File: src/sv/ut_pkg.sv
`timescale 1ns / 1ps
package ut_pkg;

    localparam int unsigned QUEUE_DEPTH = 2;
    localparam int unsigned QPTR_W      = $clog2(QUEUE_DEPTH);
    localparam int unsigned QCNT_W      = $clog2(QUEUE_DEPTH + 1);
    localparam int unsigned PADDR_W     = 3;

    localparam logic [1:0] SRC_LATIN1 = 2'd0;
    localparam logic [1:0] SRC_UTF16  = 2'd1;
    localparam logic [1:0] SRC_UTF32  = 2'd2;

    localparam logic [1:0] ENC_UTF8  = 2'd0;
    localparam logic [1:0] ENC_UTF16 = 2'd1;
    localparam logic [1:0] ENC_UTF32 = 2'd2;
    localparam logic [1:0] ENC_NONE  = 2'd3;

    localparam logic [1:0] SRC_MODE_RESET = SRC_UTF32;
    localparam logic [1:0] TGT_ENC_RESET  = ENC_UTF8;

    localparam logic REG_SOURCE_MODE = 1'b0;
    localparam logic REG_TARGET_ENC  = 1'b1;

    localparam logic [31:0] LIM_1BYTE  = 32'h0000_0080;
    localparam logic [31:0] LIM_2BYTE  = 32'h0000_0800;
    localparam logic [31:0] LIM_3BYTE  = 32'h0001_0000;
    localparam logic [31:0] SUPP_BASE  = 32'h0001_0000;
    localparam logic [31:0] HI_SURR    = 32'h0000_D800;
    localparam logic [31:0] LO_SURR    = 32'h0000_DC00;
    localparam logic [15:0] HI_SURR_16 = 16'hD800;

    typedef enum logic [1:0] {
        K_RAW,
        K_UTF8,
        K_UTF16
    } t_kind;

    typedef struct packed {
        logic [1:0] source_mode;
        logic [1:0] target_encoding;
    } t_cfg;

    typedef struct packed {
        logic [31:0] cp;
        t_kind       kind;
        logic        last_in;
    } t_entry;

endpackage

File: src/sv/ut_front.sv
`timescale 1ns / 1ps
module ut_front
    import ut_pkg::*;
(
    input  logic        i_clk,
    input  logic        i_rst_n,
    input  t_cfg        i_cfg,
    input  logic        i_cfg_wr,
    input  logic        i_valid,
    input  logic [31:0] i_code_unit,
    input  logic        i_string_end,
    input  logic        i_full,
    output logic        o_ready,
    output logic        o_push,
    output t_entry      o_entry,
    output logic        o_pending
);

    logic        r_pending;
    logic        n_pending;
    logic [15:0] r_held;
    logic [15:0] n_held;
    logic        w_accept;
    logic        w_result;
    logic [15:0] w_u;
    logic        w_is_hi;
    logic [31:0] w_join;

    assign o_ready   = !i_full;
    assign w_accept  = i_valid && !i_full;
    assign o_pending = r_pending;
    assign w_u       = i_code_unit[15:0];
    assign w_is_hi   = (w_u[15:10] == HI_SURR_16[15:10]);
    assign w_join    = (({16'd0, r_held} - HI_SURR) << 10) + ({16'd0, w_u} - LO_SURR) + SUPP_BASE;

    always_comb begin
        w_result         = 1'b0;
        n_pending        = r_pending;
        n_held           = r_held;
        o_entry.cp       = i_code_unit;
        o_entry.last_in  = i_string_end;
        unique case (i_cfg.target_encoding)
            ENC_UTF8:  o_entry.kind = K_UTF8;
            ENC_UTF16: o_entry.kind = (i_cfg.source_mode == SRC_UTF16) ? K_RAW : K_UTF16;
            default:   o_entry.kind = K_RAW;
        endcase
        if (i_cfg.target_encoding != ENC_NONE) begin
            unique case (i_cfg.source_mode)
                SRC_LATIN1: begin
                    o_entry.cp = {24'd0, i_code_unit[7:0]};
                    w_result   = 1'b1;
                end
                SRC_UTF16: begin
                    o_entry.cp = {16'd0, w_u};
                    priority if (i_cfg.target_encoding == ENC_UTF16) begin
                        w_result = 1'b1;
                    end else if (r_pending) begin
                        o_entry.cp = w_join;
                        n_pending  = 1'b0;
                        n_held     = '0;
                        w_result   = 1'b1;
                    end else if (w_is_hi && !i_string_end) begin
                        n_pending = 1'b1;
                        n_held    = w_u;
                    end else begin
                        w_result = 1'b1;
                    end
                end
                default: begin
                    w_result = 1'b1;
                end
            endcase
        end
    end

    assign o_push = w_accept && w_result;

    always_ff @(posedge i_clk) begin
        if (!i_rst_n || i_cfg_wr) begin
            r_pending <= 1'b0;
            r_held    <= '0;
        end else if (w_accept) begin
            r_pending <= n_pending;
            r_held    <= n_held;
        end
    end

endmodule

File: src/sv/ut_queue.sv
`timescale 1ns / 1ps
module ut_queue
    import ut_pkg::*;
(
    input  logic   i_clk,
    input  logic   i_rst_n,
    input  logic   i_push,
    input  t_entry i_entry,
    input  logic   i_pop,
    output t_entry o_head,
    output logic   o_empty,
    output logic   o_full
);

    t_entry              r_mem [QUEUE_DEPTH];
    logic [QPTR_W-1:0]   r_wr_ptr;
    logic [QPTR_W-1:0]   r_rd_ptr;
    logic [QCNT_W-1:0]   r_count;

    assign o_empty = (r_count == '0);
    assign o_full  = (r_count == QCNT_W'(QUEUE_DEPTH));
    assign o_head  = r_mem[r_rd_ptr];

    always_ff @(posedge i_clk) begin
        if (i_push) begin
            r_mem[r_wr_ptr] <= i_entry;
        end
    end

    always_ff @(posedge i_clk) begin
        if (!i_rst_n) begin
            r_wr_ptr <= '0;
            r_rd_ptr <= '0;
            r_count  <= '0;
        end else begin
            if (i_push) begin
                r_wr_ptr <= (r_wr_ptr == QPTR_W'(QUEUE_DEPTH - 1)) ? '0 : r_wr_ptr + 1'b1;
            end
            if (i_pop) begin
                r_rd_ptr <= (r_rd_ptr == QPTR_W'(QUEUE_DEPTH - 1)) ? '0 : r_rd_ptr + 1'b1;
            end
            r_count <= r_count + QCNT_W'(i_push) - QCNT_W'(i_pop);
        end
    end

endmodule

File: src/sv/ut_back.sv
`timescale 1ns / 1ps
module ut_back
    import ut_pkg::*;
(
    input  logic        i_clk,
    input  logic        i_rst_n,
    input  t_entry      i_head,
    input  logic        i_empty,
    output logic        o_pop,
    output logic        o_out_valid,
    input  logic        i_out_ready,
    output logic [31:0] o_out_unit,
    output logic [2:0]  o_run_length,
    output logic        o_last_of_run,
    output logic        o_end_out
);

    logic [1:0]  r_idx;
    logic        r_valid;
    logic [31:0] r_unit;
    logic [2:0]  r_len;
    logic        r_last;
    logic        r_end;
    logic [2:0]  w_len;
    logic [31:0] w_units [4];
    logic [31:0] w_d;
    logic        w_load;
    logic        w_last;
    logic [31:0] c;

    assign c   = i_head.cp;
    assign w_d = c - SUPP_BASE;

    always_comb begin
        w_len    = 3'd1;
        w_units[0] = c;
        w_units[1] = '0;
        w_units[2] = '0;
        w_units[3] = '0;
        unique case (i_head.kind)
            K_UTF8: begin
                priority if (c < LIM_1BYTE) begin
                    w_len = 3'd1;
                end else if (c < LIM_2BYTE) begin
                    w_len      = 3'd2;
                    w_units[0] = {24'd0, 3'b110, c[10:6]};
                    w_units[1] = {24'd0, 2'b10, c[5:0]};
                end else if (c < LIM_3BYTE) begin
                    w_len      = 3'd3;
                    w_units[0] = {24'd0, 4'hE, c[15:12]};
                    w_units[1] = {24'd0, 2'b10, c[11:6]};
                    w_units[2] = {24'd0, 2'b10, c[5:0]};
                end else begin
                    w_len      = 3'd4;
                    w_units[0] = {24'd0, c[25:18] | 8'hF0};
                    w_units[1] = {24'd0, 2'b10, c[17:12]};
                    w_units[2] = {24'd0, 2'b10, c[11:6]};
                    w_units[3] = {24'd0, 2'b10, c[5:0]};
                end
            end
            K_UTF16: begin
                if (c >= LIM_3BYTE) begin
                    w_len      = 3'd2;
                    w_units[0] = {16'd0, w_d[25:10] + HI_SURR_16};
                    w_units[1] = {16'd0, 6'b110111, w_d[9:0]};
                end
            end
            default: begin
                w_len = 3'd1;
            end
        endcase
    end

    assign w_load = !i_empty && (!r_valid || i_out_ready);
    assign w_last = ({1'b0, r_idx} == (w_len - 3'd1));
    assign o_pop  = w_load && w_last;

    always_ff @(posedge i_clk) begin
        if (!i_rst_n) begin
            r_valid <= 1'b0;
            r_idx   <= '0;
        end else begin
            if (w_load) begin
                r_valid <= 1'b1;
                r_idx   <= w_last ? 2'd0 : r_idx + 2'd1;
            end else if (i_out_ready) begin
                r_valid <= 1'b0;
            end
        end
    end

    always_ff @(posedge i_clk) begin
        if (w_load) begin
            r_unit <= w_units[r_idx];
            r_len  <= w_len;
            r_last <= w_last;
            r_end  <= w_last && i_head.last_in;
        end
    end

    assign o_out_valid   = r_valid;
    assign o_out_unit    = r_unit;
    assign o_run_length  = r_len;
    assign o_last_of_run = r_last;
    assign o_end_out     = r_end;

endmodule

File: src/sv/unicode_transcoder.sv
`timescale 1ns / 1ps
// Unicode transcoder: one source code unit per input word, converted to UTF-8,
// UTF-16 or UTF-32 as set by the source_mode (addr 0) and target_encoding
// (addr 4) registers on the APB port. Any register write drops a held surrogate.
// Input channel: i_code_unit/i_string_end with i_in_valid/o_in_ready.
// Output channel: o_out_unit and run flags with o_out_valid/i_out_ready,
// one output word per cycle while i_out_ready is high and items are queued.
// A front stage classifies each word and joins surrogate pairs, a two-entry
// queue decouples it from the back stage that expands a code point into
// 1 to 4 output words from a registered output.
// Each item is written into a queue entry and then expands into the output
// register. The back stage keeps an item at the queue head until its last
// output word (1 to 4) is loaded into the single-word output register, while
// the front keeps accepting items into free queue entries; a held high
// surrogate or an item under target encoding three produces nothing.
// Reset: source_mode returns to UTF-32, target_encoding to UTF-8, queue and
// output are emptied and no surrogate is held.
// When the receiver stalls, the output word holds, the queue fills, and
// o_in_ready drops once both queue entries are occupied.
module unicode_transcoder
    import ut_pkg::*;
(
    input  logic               i_clk,
    input  logic               i_rst_n,
    input  logic               psel,
    input  logic               penable,
    input  logic               pwrite,
    input  logic [PADDR_W-1:0] paddr,
    input  logic [31:0]        pwdata,
    output logic [31:0]        prdata,
    output logic               pready,
    input  logic               i_in_valid,
    output logic               o_in_ready,
    input  logic [31:0]        i_code_unit,
    input  logic               i_string_end,
    output logic               o_out_valid,
    input  logic               i_out_ready,
    output logic [31:0]        o_out_unit,
    output logic [2:0]         o_run_length,
    output logic               o_last_of_run,
    output logic               o_end_out
);

    t_cfg   r_cfg;
    logic   w_cfg_wr;
    logic   w_push;
    logic   w_pop;
    logic   w_empty;
    logic   w_full;
    logic   w_pending;
    t_entry w_entry;
    t_entry w_head;

    assign pready   = 1'b1;
    assign w_cfg_wr = psel && penable && pwrite;

    always_ff @(posedge i_clk) begin
        if (!i_rst_n) begin
            r_cfg.source_mode     <= SRC_MODE_RESET;
            r_cfg.target_encoding <= TGT_ENC_RESET;
        end else if (w_cfg_wr) begin
            if (paddr[2] == REG_SOURCE_MODE) begin
                r_cfg.source_mode <= pwdata[1:0];
            end else begin
                r_cfg.target_encoding <= pwdata[1:0];
            end
        end
    end

    assign prdata = (paddr[2] == REG_TARGET_ENC) ? {30'd0, r_cfg.target_encoding}
                                                 : {30'd0, r_cfg.source_mode};

    ut_front u_front (
        .i_clk       (i_clk),
        .i_rst_n     (i_rst_n),
        .i_cfg       (r_cfg),
        .i_cfg_wr    (w_cfg_wr),
        .i_valid     (i_in_valid),
        .i_code_unit (i_code_unit),
        .i_string_end(i_string_end),
        .i_full      (w_full),
        .o_ready     (o_in_ready),
        .o_push      (w_push),
        .o_entry     (w_entry),
        .o_pending   (w_pending)
    );

    ut_queue u_queue (
        .i_clk  (i_clk),
        .i_rst_n(i_rst_n),
        .i_push (w_push),
        .i_entry(w_entry),
        .i_pop  (w_pop),
        .o_head (w_head),
        .o_empty(w_empty),
        .o_full (w_full)
    );

    ut_back u_back (
        .i_clk        (i_clk),
        .i_rst_n      (i_rst_n),
        .i_head       (w_head),
        .i_empty      (w_empty),
        .o_pop        (w_pop),
        .o_out_valid  (o_out_valid),
        .i_out_ready  (i_out_ready),
        .o_out_unit   (o_out_unit),
        .o_run_length (o_run_length),
        .o_last_of_run(o_last_of_run),
        .o_end_out    (o_end_out)
    );

    a_run_len_range: assert property (@(posedge i_clk) disable iff (!i_rst_n)
        o_out_valid |-> (o_run_length != 3'd0 && o_run_length <= 3'd4))
        else $error("run length out of range");

    a_end_on_last: assert property (@(posedge i_clk) disable iff (!i_rst_n)
        (o_out_valid && o_end_out) |-> o_last_of_run)
        else $error("end flag on a word that does not close its run");

    a_single_run_last: assert property (@(posedge i_clk) disable iff (!i_rst_n)
        (o_out_valid && o_run_length == 3'd1) |-> o_last_of_run)
        else $error("one-word run without last flag");

    a_cfg_clears_hold: assert property (@(posedge i_clk) disable iff (!i_rst_n)
        w_cfg_wr |=> !w_pending)
        else $error("surrogate still held after register write");

    a_no_push_when_full: assert property (@(posedge i_clk) disable iff (!i_rst_n)
        w_full |-> !w_push)
        else $error("queue written while full");

endmodule
File: config.mk
export PLATFORM = sky130hd
export DESIGN_NAME = unicode_transcoder
export DESIGN_NICKNAME = d
export VERILOG_FILES = /design/src/sv/ut_pkg.sv /design/src/sv/ut_front.sv /design/src/sv/ut_queue.sv /design/src/sv/ut_back.sv /design/src/sv/unicode_transcoder.sv
export SDC_FILE = /design/constraint.sdc
export NUM_CORES = 1
export LEC_CHECK = 0
export BUFFER_PORTS_ARGS = -buffer_cell sky130_fd_sc_hd__clkbuf_2
export CORE_MARGIN = 1
export CORE_UTILIZATION = 25
export CTS_BUF_LIST = sky130_fd_sc_hd__clkbuf_4 sky130_fd_sc_hd__clkbuf_8
export CTS_CLUSTER_SIZE = 28
export DETAILED_ROUTE_END_ITERATION = 7
export PLACE_DENSITY = 0.4
export SLEW_MARGIN = 40
export SYNTH_ARGS = -nofsm -noshare
export SYNTH_HDL_FRONTEND = slang
export SYNTH_SLANG_ARGS = --single-unit
File: constraint.sdc
create_clock -name i_clk -period 17.7 [get_ports i_clk]
set_input_delay 3.54 -clock i_clk [delete_from_list [all_inputs] [get_ports i_clk]]
set_output_delay 3.54 -clock i_clk [all_outputs]
set_load 0.05 [all_outputs]
Word level (Yosys, flattened, before mapping). Memories as Yosys holds them, arrays and structs flattened. A register that Yosys moved wholly into a read port is not among the register bits. Cells that the tools add are included.

Bits of input ports: 75. Bits in latches: 0. Memories kept: 1. Register bits after elaboration: 65. Bits in writable memories: 70. Bits in read-only memories: 0. Output and inout port bits: 72. Word-level logic and storage cells: 107.

Bitwise gates (word level): 3. Reduce and logical (&&, ||, !) cells: 24. $add $sub $neg: 12. Muxes and demuxes: 41. Order comparisons: 5. Equality and inequality tests: 8. Div/mod/pow operators: 0. Shift-type cells: 0. Multipliers: 0.

Memory list: u_queue.r_mem (depth 2, bits a word 35, rd ports 1, clocked after Yosys merged registers in 1, write ports 1, line ut_queue.sv:15) `t_entry r_mem [QUEUE_DEPTH];`.

Operators with widths (number): 64-bit two-way mux (3); 32-bit two-way mux (5); 128-bit two-way mux (1); 64-bit case mux with 2 select lines (1); 69-bit two-way mux (1); 32-bit binary-select mux with 2-bit select (1); 32-bit case mux with 2 select lines (1); 38-bit two-way mux (1); 16-bit by 16-bit subtractor with 17-bit output (second input constant) (2); 32-bit by 17-bit adder with 32-bit output (second input constant) (1); 32-bit adder (1); 32-bit by 17-bit greater-or-equal comparator with 1-bit output (second input constant) (1); 32-bit by 12-bit < comparator with 1-bit output (second input constant) (1); 32-bit by 17-bit < comparator with 1-bit output (second input constant) (1); 32-bit by 8-bit < comparator with 1-bit output (second input constant) (1); 16-bit two-way mux (2); 26-bit by 17-bit subtractor with 26-bit output (second input constant) (1); 16-bit adder (second input constant) (1); 1-bit two-way mux (15); 3-bit two-way mux (3); 1-bit logical AND (8); 2-bit two-way mux (4); 8-bit two-way mux (1); 2-bit by 1-bit == test with 1-bit output (second input constant) (3); 21 further kinds (33).

Logic depth before layout (Yosys ltp).
Word-level depth: 10. Mapped depth: 26.

Cells and area by module. Synthesis repeated with hierarchy kept, for this count alone.

Cells, all modules: 810. Area, all modules: 8545.7 µm².

Modules (own cells, without submodules): ut_back (cells an instance 332, area an instance 2984.1 µm², times used 1); ut_queue (cells an instance 130, area an instance 2905.3 µm², times used 1); ut_front (cells an instance 295, area an instance 2199.6 µm², times used 1); unicode_transcoder (cells an instance 53, area an instance 456.7 µm², times used 1).

Least setup slack after synthesis. OpenSTA, ideal clock, no wires.

Path type: in2out. Start point: input paddr[2]. End point: output prdata[0]. Required time: 14.160 ns. Arrival: 3.974 ns. Setup slack: 10.186 ns. Stages on the path: 1. Buffers on the path: 0. Cells stage by stage: mux2_2.

Word-level cells in the longest chain between the ends: 1.

Ends and longest elaborated chain: start, declared (line unicode_transcoder.sv:28) `input logic [PADDR_W-1:0] paddr,`; 2-bit two-way mux (line unicode_transcoder.sv:70) `assign prdata = (paddr[2] == REG_TARGET_ENC) ? {30'd0, r_cfg.target_encoding}`; end, declared (line unicode_transcoder.sv:30) `output logic [31:0] prdata,`.

Every way passes these cells.

Worst setup path in the final report. Same ends and word-level chain as after synthesis.

==> impl_results.md <==
* RSZ-0062 raised after global routing: no
* Worst Max-Slew Pin Slew at 0.725 ns
* Initial antenna violation count at 0
* Cell variety after synth at 87
* Final Hold Viols at 0
* Worst Path Buf+Inv at 2
* Number of synthesized flops with an enable pin at 107
* Final Max Tran Viols at 0
* CTS Buffer Depth at 2
* Async SR Flop Fraction at 0%
* Io pins at 147
* Core area at 33,400 um^2
* DRT iter0 DRCs at 455
* WL/cell at 16.9 um
* Post-synth top flop: edfxtp_1
* Max Cap Violations at 0
* Clk pwr share at 19.7%
* Combinational power share at 43.4%
* Clock slew seen by the registers of the worst setup and hold paths at 0.09 ns
* Chip Height at 186 um
* Delay-heaviest family, CP: buffers and inverters
* Seq/Total Area, Yosys at 44.8%
* Post-Syn Instances at 825
* Cts hold-fix bufs at 0
* Layout cells sized above 1 at 18.6%
* Int Pwr at 0.000706 W
* Synth Warn # at 0
* PwrDens at 134 nW/um^2
* Final ANT Viol Nets at 0
* Post-CTS Setup Inserts at 0
* Port bufs at 83
* Htree depth at 4
* Post-DR vias/cell at 4.64
* Worst setup SP type: primary input
* Syn_area_per_cell at 10.3 um^2
* Sequential Power Share at 36.8%
* Die Wd at 186 um
* CTS tree: built
* Status: finished, final reports clean
* Clock root cell: clkbuf_8
* Worst-path cell chain: clkbuf_2 > mux2_2 > clkbuf_2
* Switching pwr at 0.000581 W
* Total Routed Length at 23.0 mm
* Core Rows at 67
* Area delta synth->final at 13.4%
* Final TNS setup at 0 ns
* First-pass GRT wire length at 35.3 mm
* Non-filler cells, final at 1,359
* Gpl congestion at 0.844
* Vias in the first global route at 6,204
* Pre-CTS setup slack at 9.89 ns
* Die Area at 34,600 um^2
* Slew margin rel. at 51.0%
* Inserted Clock Buffers at 17
* Worst-Skew Late Latency at 0.46 ns
* Largest net degree at the start of global routing at 62
* Final worst setup slack at 9.89 ns
* Synth Register Bits at 136
* Worst path slowest cell: mux2_2
* CP Data Arrival Time at 4.27 ns
* Type of the worst setup path: in2out
* Crit share post-route at 44.1%
* Crit path time final at 7.81 ns
* Detailed Place HPWL at 17.7 mm
* # nets final at 1,019
* Most used cell along the critical path: clkbuf_2
* Net Sw Frac at 45.1%
* Drt pass-1 iters at 5
* Gr usage total at 13.6%
* Via count at 6,311
* Antenna diodes at 0
* Final count of negative-setup-slack endpoints at 0
* Cell leakage power at 3.62 nW
* Synth Cell Area at 8460 um^2
* Total gr overflow at 0
* Clock Skew at 0.0209 ns
* Post-cts sizing count at 0
* Critical path peak fanout at 6
* # DRC at 0
* Largest stage delay, worst path at 0.35 ns
* Fmax achieved at 0.128 GHz
* Worst setup EP type: output pin
* Clock sink count at 136
* Initial Utilization at 25.3%
* Maximum VDD drop at 0.0582 mV
* Dpl cells at 1,327
* Hold Path Class: reg2reg
* Req. time, crit path at 14.16 ns
metal layers:
| metal | GRT usage (%) | up-vias | wire length [um] |
|---|---|---|---|
| li1 | - | 3174 | - |
| met1 | 18.2 | 2980 | 11300 |
| met2 | 21.8 | 126 | 10500 |
| met3 | 2.56 | 31 | 706 |
| met4 | 4.98 | 0 | 495 |
| met5 | 0 | - | 0 |
cell type report:
class	count	area, um^2
Timing Repair Buffer	94	513
Tap cell	448	561
Fill cell	3515	23900
Clock buffer	18	248
Inverter	28	105
Sequential cell	136	3790
Clock inverter	14	136
Multi-Input combinational cell	621	4230
power groups by stage:
stage / combinational, W / clock (W) / sequential [W]
after floorplan: 0.000265 / 0 / 0.000642
after global placement: 0.000560 / 0 / 0.000484
after detailed placement: 0.000562 / 0 / 0.000484
after CTS: 0.000564 / 0.000265 / 0.000476
after global routing: 0.000607 / 0.000276 / 0.000482
final: 0.000559 / 0.000254 / 0.000474
cell usage in the layout, fill, tap and decap left out, types with 7 or more instances in the layout:
cell and count:
inv_1 26, clkbuf_8 18, nor3_1 23, edfxtp_1 107, nand2_1 63, nor4_1 11
xor2_1 8, ha_1 45, a21oi_1 52, o21a_1 7, and2_1 7, a22oi_1 16
conb_1 31, nand3_1 21, nor2b_1 8, a211oi_1 8, o21ai_0 44, xnor2_1 22
mux2_2 18, clkbuf_2 83, nor2_1 71, a21o_1 8, dfxtp_1 28, buf_4 9
mux2i_1 31, nand2b_1 8, nor3b_1 8
path summary, 6_finish.rpt:
kind	to	slack, ns	cells past startpoint	startpoint
setup / recovery	prdata[0]	9.89	3	paddr[2]
hold / removal	register	0.46	2	u_queue.r_rd_ptr
setup reg to reg	u_queue.r_count[1]	11.43	23	register
hold reg to reg	register	0.46	2	u_queue.r_rd_ptr
worst min-delay path, delay by kind of cell (launching register included):
kind / cells / cell delay, ns
DFF: 1 / 0.31
muxes: 1 / 0.06
and+or+nand+nor: 1 / 0.07
cell families after synthesis:
kind of cell / count (synthesis) / share of synthesized area (%)
buf+inv: 97 / 6.61
simple gates: 251 / 14.7
other cells: 2 / 0.0888
xor+xnor: 30 / 3.11
fa+ha+maj: 46 / 6.89
flops: 136 / 44.8
compound gates: 212 / 17.3
mux: 51 / 6.51
cell usage after synthesis, drive strengths merged (5+ instances only):
library cell	n	area, um^2
o31ai	6	45.0
edfxtp	107	3210
and2	8	50.1
nor2b	9	56.3
a22oi	18	163
o21a	7	52.6
mux2	19	218
nor4	11	68.8
xor2	8	70.1
nand2	63	236
o21ai	45	225
a31oi	5	31.3
dfxtp	29	581
nor3	23	115
nor2	73	277
a21oi	53	269
o21bai	5	37.5
nand3	22	115
nor3b	8	60.1
inv	27	101
buf	44	333
xnor2	22	193
a21o	8	60.1
ha	45	563
mux2i	32	333
a211o	5	45.0
a211oi	9	80.1
nand2b	8	50.1
a22o	6	52.6
o211ai	7	66.3
clkbuf	22	93.8
flip-flops by register name, indices dropped and copies added (netlist names), named ones only:
name	cells
u_back.o_end_out	1
u_queue.r_wr_ptr	1
r_cfg	4
u_front.o_pending	1
u_back.r_idx	2
u_back.o_last_of_run	1
u_back.o_out_unit	32
u_front.r_held	16
u_queue.r_mem	70
u_queue.r_rd_ptr	1
u_back.o_run_length	3
u_queue.r_count	2
u_back.o_out_valid	1
through the flow:
stage	util, %	hold WS, ns	instance area (um^2)	total power, W
after floorplan	-	0.452	8570	0.000907
after global placement	27.4	0.459	9180	0.00104
after detailed placement	27.5	0.463	9210	0.00105
after CTS	28.7	0.470	9590	0.00131
after global routing	28.7	0.507	9590	0.00137
final	28.7	0.463	9590	0.00129
No activity file was read; power rests on OpenSTA's default activity.
